### config.mk
export PLATFORM = sky130hd
export DESIGN_NAME = positional_ordered_list
export DESIGN_NICKNAME = d
export VERILOG_FILES = /design/src/rtl/pol_pkg.sv /design/src/rtl/pol_cell.sv /design/src/rtl/positional_ordered_list.sv
export SDC_FILE = /design/constraint.sdc
export NUM_CORES = 2
export LEC_CHECK = 0
export BUFFER_PORTS_ARGS = -buffer_cell sky130_fd_sc_hd__buf_2
export CAP_MARGIN = 20
export CORE_ASPECT_RATIO = 0.6
export CORE_MARGIN = 5
export CORE_UTILIZATION = 35
export CTS_CLUSTER_SIZE = 40
export DETAILED_ROUTE_END_ITERATION = 8
export MAX_ROUTING_LAYER = met4
export PLACE_DENSITY = 0.56
export SYNTH_ARGS = -nofsm -noshare
export SYNTH_HDL_FRONTEND = slang
export SYNTH_SLANG_ARGS = --single-unit
### constraint.sdc
create_clock -name clock -period 7.1 [get_ports clock]
set_input_delay 0 -clock clock [delete_from_list [all_inputs] [get_ports clock]]
set_output_delay 0 -clock clock [all_outputs]
set_load 0.02 [all_outputs]
### src/rtl/pol_pkg.sv
// Shared types and codes for the positional ordered list.
package pol_pkg;

   // Operation codes carried in the mode field
   localparam logic [2:0] MODE_INS_FRONT = 3'd0;
   localparam logic [2:0] MODE_INS_BACK  = 3'd1;
   localparam logic [2:0] MODE_INS_POS   = 3'd2;
   localparam logic [2:0] MODE_DEL_FRONT = 3'd3;
   localparam logic [2:0] MODE_DEL_BACK  = 3'd4;
   localparam logic [2:0] MODE_DEL_POS   = 3'd5;
   localparam logic [2:0] MODE_DUMP      = 3'd6;

   // Result status codes
   localparam logic [1:0] STAT_OK     = 2'd0;
   localparam logic [1:0] STAT_EMPTY  = 2'd1;
   localparam logic [1:0] STAT_BEYOND = 2'd2;
   localparam logic [1:0] STAT_FULL   = 2'd3;

   typedef struct packed {
      logic [2:0]         mode;
      logic signed [31:0] value;
      logic [7:0]         position;
   } req_type;

   typedef struct packed {
      logic [1:0]         status;
      logic signed [31:0] data_out;
      logic [4:0]         entry_count;
      logic               last;
   } rsp_type;

   // What every cell of the chain does this cycle
   typedef enum logic [1:0] {
      CELL_HOLD,
      CELL_INSERT,
      CELL_DELETE,
      CELL_ROTATE
   } cell_op_type;

   typedef enum logic {
      ST_IDLE,
      ST_DUMP
   } state_type;

endpackage

### src/rtl/pol_cell.sv
// One storage cell of the list chain; takes the new value, a neighbor's value or the head's value, or holds.
module pol_cell
   import pol_pkg::*;
#(
   parameter int CAPACITY   = 16,
   parameter int DATA_WIDTH = 32,
   parameter int IDX        = 0,
   localparam int IW        = $clog2(CAPACITY)
) (
   input  logic                         clock,
   input  cell_op_type                  op,
   input  logic [IW-1:0]                sel_idx,
   input  logic [IW-1:0]                last_idx,
   input  logic signed [DATA_WIDTH-1:0] new_value,
   input  logic signed [DATA_WIDTH-1:0] head_value,
   input  logic signed [DATA_WIDTH-1:0] prev_value,
   input  logic signed [DATA_WIDTH-1:0] next_value,
   output logic signed [DATA_WIDTH-1:0] value_out
);

   localparam logic [IW-1:0] MY_IDX = IW'(IDX);

   logic signed [DATA_WIDTH-1:0] value_ff;
   logic signed [DATA_WIDTH-1:0] value_in;

   always_comb begin
      value_in = value_ff;
      unique case (op)
         CELL_INSERT: begin
            if (MY_IDX > sel_idx) begin
               value_in = prev_value;
            end else if (MY_IDX == sel_idx) begin
               value_in = new_value;
            end
         end
         CELL_DELETE: begin
            if (MY_IDX >= sel_idx) begin
               value_in = next_value;
            end
         end
         CELL_ROTATE: begin
            // rotate only the occupied part; tail wraps to the old head
            if (MY_IDX == last_idx) begin
               value_in = head_value;
            end else if (MY_IDX < last_idx) begin
               value_in = next_value;
            end
         end
         default: begin
            value_in = value_ff;
         end
      endcase
   end

   always_ff @(posedge clock) begin
      value_ff <= value_in;
   end

   assign value_out = value_ff;

endmodule

### src/rtl/positional_ordered_list.sv
// Top level of the positional ordered list: control, fill count and cell chain.
//
// Ordered list of up to CAPACITY signed values, held in a chain of cells with
// a fill count. Each request beat is one operation: insert front, insert back,
// insert at a one-based position, delete front, delete back, delete at a
// position, or dump (positions 0 and 1 mean the front). An edit moves every
// cell at once and is done in the cycle it is accepted; its single response
// beat is presented the next cycle, and a new request can be taken every
// cycle as long as responses drain. A dump of n values (n > 0) rotates the
// occupied cells once per response beat, one beat per cycle while rsp_stall
// lets them drain, and it holds req_stall until the last beat is registered;
// the chain is back in order when the last beat (last = 1) goes out.
// A dump of an empty list answers one beat with status empty. Refused
// operations (full, empty, position beyond the list) leave the list as is.
// Cells need no reset; only occupied cells are ever read.
module positional_ordered_list
   import pol_pkg::*;
#(
   parameter int CAPACITY   = 16,
   parameter int DATA_WIDTH = 32
) (
   input  logic    clock,
   input  logic    reset,
   input  logic    req_valid,
   output logic    req_stall,
   input  req_type req_payload,
   output logic    rsp_valid,
   input  logic    rsp_stall,
   output rsp_type rsp_payload
);

   localparam int IW = $clog2(CAPACITY);      // cell index width
   localparam int FW = $clog2(CAPACITY + 1);  // fill count width
   localparam int CW = ((FW > 8) ? FW : 8) + 1; // width for position compares

   // ---------------------------------------------------------------------
   // State
   // ---------------------------------------------------------------------
   state_type     state_ff, state_in;
   logic [FW-1:0] fill_ff, fill_in;
   logic [FW-1:0] cnt_ff, cnt_in;      // dump beat counter
   logic          rsp_valid_ff, rsp_valid_in;
   rsp_type       rsp_ff, rsp_in;

   // ---------------------------------------------------------------------
   // Handshake
   // ---------------------------------------------------------------------
   logic accept;
   logic out_free;   // response register can take a beat this cycle

   assign out_free  = !rsp_valid_ff || !rsp_stall;
   assign req_stall = (state_ff != ST_IDLE) || !out_free;
   assign accept    = req_valid && !req_stall;

   // ---------------------------------------------------------------------
   // Decode of the request against the current fill
   // ---------------------------------------------------------------------
   logic [1:0]                   dec_status;
   cell_op_type                  dec_op;
   logic [IW-1:0]                dec_idx;
   logic [FW-1:0]                dec_fill;
   logic                         dec_dump;
   logic [CW-1:0]                pos_c, fill_c;
   logic                         is_full, is_empty;
   logic [IW-1:0]                pos_idx;   // position - 1, or front for 0 and 1
   logic signed [DATA_WIDTH-1:0] new_value;

   assign pos_c     = CW'(req_payload.position);
   assign fill_c    = CW'(fill_ff);
   assign is_full   = (fill_ff == FW'(CAPACITY));
   assign is_empty  = (fill_ff == '0);
   assign pos_idx   = (req_payload.position <= 8'd1) ? '0
                                                      : IW'(req_payload.position - 8'd1);
   assign new_value = DATA_WIDTH'(req_payload.value);

   always_comb begin
      dec_status = STAT_OK;
      dec_op     = CELL_HOLD;
      dec_idx    = '0;
      dec_fill   = fill_ff;
      dec_dump   = 1'b0;
      unique case (req_payload.mode)
         MODE_INS_FRONT: begin
            if (is_full) begin
               dec_status = STAT_FULL;
            end else begin
               dec_op   = CELL_INSERT;
               dec_fill = fill_ff + FW'(1);
            end
         end
         MODE_INS_BACK: begin
            if (is_full) begin
               dec_status = STAT_FULL;
            end else begin
               dec_op   = CELL_INSERT;
               dec_idx  = IW'(fill_ff);
               dec_fill = fill_ff + FW'(1);
            end
         end
         MODE_INS_POS: begin
            // beyond check ranks above the full check
            if (pos_c >= fill_c + CW'(2)) begin
               dec_status = STAT_BEYOND;
            end else if (is_full) begin
               dec_status = STAT_FULL;
            end else begin
               dec_op   = CELL_INSERT;
               dec_idx  = pos_idx;
               dec_fill = fill_ff + FW'(1);
            end
         end
         MODE_DEL_FRONT: begin
            if (is_empty) begin
               dec_status = STAT_EMPTY;
            end else begin
               dec_op   = CELL_DELETE;
               dec_fill = fill_ff - FW'(1);
            end
         end
         MODE_DEL_BACK: begin
            if (is_empty) begin
               dec_status = STAT_EMPTY;
            end else begin
               dec_op   = CELL_DELETE;
               dec_idx  = IW'(fill_ff - FW'(1));
               dec_fill = fill_ff - FW'(1);
            end
         end
         MODE_DEL_POS: begin
            if (is_empty) begin
               dec_status = STAT_EMPTY;
            end else if (req_payload.position > 8'd1 && pos_c > fill_c) begin
               dec_status = STAT_BEYOND;
            end else begin
               dec_op   = CELL_DELETE;
               dec_idx  = pos_idx;
               dec_fill = fill_ff - FW'(1);
            end
         end
         MODE_DUMP: begin
            if (is_empty) begin
               dec_status = STAT_EMPTY;
            end else begin
               dec_dump = 1'b1;
            end
         end
         default: begin
            // unused code: no change, answers ok
            dec_status = STAT_OK;
         end
      endcase
   end

   // ---------------------------------------------------------------------
   // Cell chain
   // ---------------------------------------------------------------------
   cell_op_type                  chain_op;
   logic [IW-1:0]                chain_idx;
   logic [IW-1:0]                last_idx;
   logic signed [DATA_WIDTH-1:0] cell_q [CAPACITY];
   logic                         dump_last;

   assign last_idx  = IW'(fill_ff - FW'(1));
   assign dump_last = (cnt_ff == fill_ff - FW'(1));

   for (genvar i = 0; i < CAPACITY; i++) begin : g_cell
      logic signed [DATA_WIDTH-1:0] prev_v, next_v;

      if (i == 0) begin : g_first
         assign prev_v = new_value;       // never selected at the front
      end else begin : g_mid
         assign prev_v = cell_q[i-1];
      end

      if (i == CAPACITY - 1) begin : g_tail
         assign next_v = cell_q[i];
      end else begin : g_body
         assign next_v = cell_q[i+1];
      end

      pol_cell #(
         .CAPACITY  (CAPACITY),
         .DATA_WIDTH(DATA_WIDTH),
         .IDX       (i)
      ) u_cell (
         .clock     (clock),
         .op        (chain_op),
         .sel_idx   (chain_idx),
         .last_idx  (last_idx),
         .new_value (new_value),
         .head_value(cell_q[0]),
         .prev_value(prev_v),
         .next_value(next_v),
         .value_out (cell_q[i])
      );
   end

   // ---------------------------------------------------------------------
   // Control FSM: next state
   // ---------------------------------------------------------------------
   always_comb begin
      state_in = state_ff;
      unique case (state_ff)
         ST_IDLE: begin
            if (accept && dec_dump) begin
               state_in = ST_DUMP;
            end
         end
         ST_DUMP: begin
            if (out_free && dump_last) begin
               state_in = ST_IDLE;
            end
         end
         default: begin
            state_in = ST_IDLE;
         end
      endcase
   end

   // ---------------------------------------------------------------------
   // Control FSM: outputs
   // ---------------------------------------------------------------------
   always_comb begin
      chain_op     = CELL_HOLD;
      chain_idx    = dec_idx;
      fill_in      = fill_ff;
      cnt_in       = cnt_ff;
      rsp_valid_in = rsp_valid_ff && rsp_stall;
      rsp_in       = rsp_ff;
      unique case (state_ff)
         ST_IDLE: begin
            cnt_in = '0;
            if (accept) begin
               chain_op = dec_op;
               fill_in  = dec_fill;
               if (!dec_dump) begin
                  rsp_valid_in       = 1'b1;
                  rsp_in.status      = dec_status;
                  rsp_in.data_out    = '0;
                  rsp_in.entry_count = 5'(dec_fill);
                  rsp_in.last        = 1'b1;
               end
            end
         end
         ST_DUMP: begin
            if (out_free) begin
               // stream the head, then rotate the occupied cells by one
               chain_op           = CELL_ROTATE;
               cnt_in             = cnt_ff + FW'(1);
               rsp_valid_in       = 1'b1;
               rsp_in.status      = STAT_OK;
               rsp_in.data_out    = 32'(cell_q[0]);
               rsp_in.entry_count = 5'(fill_ff);
               rsp_in.last        = dump_last;
            end
         end
         default: begin
            chain_op = CELL_HOLD;
         end
      endcase
   end

   // ---------------------------------------------------------------------
   // Registers
   // ---------------------------------------------------------------------
   always_ff @(posedge clock) begin
      if (reset) begin
         state_ff     <= ST_IDLE;
         fill_ff      <= '0;
         cnt_ff       <= '0;
         rsp_valid_ff <= 1'b0;
      end else begin
         state_ff     <= state_in;
         fill_ff      <= fill_in;
         cnt_ff       <= cnt_in;
         rsp_valid_ff <= rsp_valid_in;
      end
   end

   always_ff @(posedge clock) begin
      rsp_ff <= rsp_in;
   end

   assign rsp_valid   = rsp_valid_ff;
   assign rsp_payload = rsp_ff;

`ifndef SYNTH
   a_fill_bound: assert property (@(posedge clock) disable iff (reset)
      fill_ff <= FW'(CAPACITY))
      else $error("fill count above capacity");

   a_cnt_bound: assert property (@(posedge clock) disable iff (reset)
      (state_ff == ST_DUMP) |-> (cnt_ff < fill_ff))
      else $error("dump counter past fill");

   a_fill_stable_dump: assert property (@(posedge clock) disable iff (reset)
      (state_ff == ST_DUMP) |=> $stable(fill_ff))
      else $error("fill changed during dump");

   a_dump_end: assert property (@(posedge clock) disable iff (reset)
      (state_ff == ST_DUMP && out_free && dump_last) |=>
         (state_ff == ST_IDLE && rsp_valid_ff && rsp_ff.last))
      else $error("dump did not end on its last beat");
`endif

endmodule

==> flow_summary.yaml <==
timing:
  min_period_ps: 5640
  setup_slack_ps: 1460
  tns_ps: 0
  clock_skew_ps: 13.8
  max_slew.worst_pin.slew_ps: 1230
  setup-violations-final: 0
  holdWs_ps: 231
  hold_viol: 0
  rsz0062_at_grt: "no"
  post-route-period-util_pct: 79.4
  drv_slew: 0
  relSlewSlack_pct: 18.3
  fmax_ghz: 0.177
logic_synthesis:
  synth.area.mux_share_pct: 6.62
  synth_compound_area_share_pct: 21.3
  ys.flop_type: "edfxtp_1"
  synthAdderAreaFrac_pct: 0.860
  async_flop_share_pct: 0
  synth_top_cells_by_area: "edfxtp_1 (52%), mux2i_1 (6.1%), nand2_1 (4.3%), o211ai_1 (3.7%), nand3_1 (2.9%)"
  synth-seq-area-share_pct: 52.5
  synth_edf_count: 552
  syn_nets: 3081
  ys_ff_latch: 564
  syn_inst: 3012
  ys_types: 81
  syn_area_per_cell_um2: 10.6
  yosys.area.top_type: "edfxtp_1"
  synth_top_family_by_area: "compound AO/OA/AOI/OAI gates"
  synth_xor_area_share_pct: 0.438
  synth-simple-area-share_pct: 13.2
  synth_top_area_share_pct: 51.8
  syn_area_um2: 32000
  yosysWarnings: 0
cts:
  clkTransAtPathRegs_ps: 70
  cts_tree: "yes"
  cts_resized: 0
  cts_buffers: 54
  cts-root-buf: "clkbuf_16"
  cts.sinks: 564
  insertion_delay_ps: 650
  htree_num_levels: 2
  cts_buffer_depth: 3
routing:
  routedWlPerCell_um: 31.9
  drtAntennaViolNets: 0
  via_per_inst: 6.76
  vias: 28500
  drc: 0
  wl_um: 134000
  first_iter_violations: 4708
  first_pass_iters: 6
worst_setup_path:
  r2r-start: "fill_ff[2]$_SDFFE_PP0P_"
  crit_fanout: 30
  startpoint_type: "register"
  ff2ff_path_depth: 11
  critPathRequiredTime_ps: 7420
  r2r_slack_ps: 1460
  end_kind: "register"
  worstSetupPathType: "reg2reg"
  r2r_end: "g_cell[6].u_cell.value_out[22]$_DFFE_PP_"
  critPathArrivalTime_ps: 5950
pwr:
  ir_drop_v: 0.000148
  switching_power_uw: 2930
  combPwrFrac_pct: 20.0
  power.internal_uw: 6310
  pwr-share-clk_pct: 32.0
  power_frac_seq_pct: 48.0
  p_sw_share_pct: 31.7
  pwr_density_cell_nw_per_um2: 257
  p_leak_uw: 0.0126
final_layout:
  fill_cells: 8644
  drive_gt1_share_pct: 12.5
  fin_nets: 3015
  area_delta_synth_final_pct: 12.4
  final_common_cell: "edfxtp_1"
  final_cell_mix: "edfxtp_1 (552), nand2_1 (361), mux2i_1 (196)"
place:
  place_hpwl_um: 85100
  portBuffers: 88
  gp_congestion: 0.928
  dpl_worst_slack_ps: 1520
global_routing:
  grt_pass1_wl_um: 191000
  gr-total-overflow: 0
  grt_pass1_vias: 26500
  grt_usage_pct: 26.9
  antenna_found_initial: 6
  grt_util_met1_pct: 39.1
  gr-max-usage-layer: "met1"
  met3_usage_pct: 10.4
  use_met2_pct: 34.4
  grt_max_degree: 174
hold_path:
  hold_end: "fill_ff[0]$_SDFFE_PP0P_"
  hold_depth: 3
  hp-class: "in2reg"
  hold_start: "reset"
die:
  io_pins: 89
  start_util_pct: 35.5
  num_rows: 85
  die_h_um: 244
  fp.dieArea_um2: 97800
  die_w_um: 400
  design.core.area_um2: 90200
outcome:
  status: "finished, final reports clean"
flow_run:
  cap_viol_max_count: 0
-- power by group through the flow --
stage	registers, uW	logic [uW]	clock network (uW)
after global routing	4450	1940	3110
after detailed placement	4480	1730	0
after floorplan	4360	1110	0
after CTS	4420	1760	2980
final	4430	1850	2960
after global placement	4480	1660	0
-- routing by layer --
layer / routed length [um] / part of all wire, %
met1: 57300 / 43
met2: 51100 / 38
met3: 22700 / 17
met4: 3330 / 2.5
met5: 0 / 0
-- how the worst max path moves through the flow --
stage,endpoint,depth (start not counted),start
finish,g_cell[6].u_cell.value_out[22]$_DFFE_PP_,11,fill_ff[2]$_SDFFE_PP0P_
floorplan,g_cell[4].u_cell.value_out[0]$_DFFE_PP_,12,fill_ff[3]$_SDFFE_PP0P_
CTS,g_cell[5].u_cell.value_out[15]$_DFFE_PP_,11,fill_ff[2]$_SDFFE_PP0P_
global placement,g_cell[7].u_cell.value_out[22]$_DFFE_PP_,10,fill_ff[2]$_SDFFE_PP0P_
global route,g_cell[5].u_cell.value_out[17]$_DFFE_PP_,12,fill_ff[2]$_SDFFE_PP0P_
detailed placement,g_cell[5].u_cell.value_out[15]$_DFFE_PP_,11,fill_ff[2]$_SDFFE_PP0P_
-- cell families after synthesis --
group,count (synthesis)
and+or+nand+nor,916
AOI/OAI and AO/OA,915
DFF,564
buffers and inverters,369
muxes,210
adders and majority gates,22
xor gates and xnor gates,16
-- worst max-delay path, cell delays in order (launching register included) --
cell and delay (ps):
dfxtp_1 630, ha_1 300, nand3_1 120, ha_1 380
a2111oi_0 500, o21ai_1 190, o32a_1 470, or3_4 470
nand2_2 590, o21ai_2 410, o21ai_4 790, buf_4 410
-- final cells by class --
cell class	count	area (um2)	area share, %
multi-input combinational	2079	14000	38.8
antenna	10	25.0	0.0696
clock inverter	31	267	0.741
clock buffer	68	1420	3.96
inverter	33	124	0.344
timing repair buffer	214	1840	5.12
tap	1218	1520	4.24
sequential	564	16800	46.7
-- timing repair --
item / CTS / global route
hold endpoints to repair: 193 / 0
buffers inserted: 0 / 0
hold buffers: 39 / 0
-- cell usage after synthesis (all sizes together) (5+ instances only) --
master	instances
o2111ai	13
nand4	23
xor2	7
nand2b	9
a222oi	6
a22oi	110
o22ai	9
clkbuf	192
a21o	6
nor2	181
and2	39
nand3	188
buf	144
dfxtp	12
nor2b	5
a21oi	91
nor3	56
a211oi	14
nor4	5
edfxtp	552
inv	33
a31oi	89
a32oi	44
a22o	13
o211ai	156
nand2	372
o221ai	44
o21ai	133
mux2i	196
mux2	14
a221o	72
ha	22
a221oi	52
o31a	19
and3	23
xnor2	9
o221a	26
-- stage by stage --
| stage | power (uW) | instances | instance area, um2 | utilization, % |
|---|---|---|---|---|
| after global routing | 9500 | 4211 | 36000 | 39.9 |
| after floorplan | 5470 | 3012 | 32000 | - |
| after detailed placement | 6210 | 4058 | 33700 | 37.3 |
| final | 9240 | 4217 | 36000 | 39.9 |
| after CTS | 9150 | 4196 | 35800 | 39.6 |
| after global placement | 6140 | 4048 | 33500 | 37.1 |
-- sequential cells by signal (all words and copies together) (netlist names) --
name / count
state_ff: 1
rsp_valid: 1
fill_ff: 5
g_cell.u_cell.value_out: 512
cnt_ff: 5
rsp_payload: 40
Note: power is estimated with default switching activity, not from simulation.
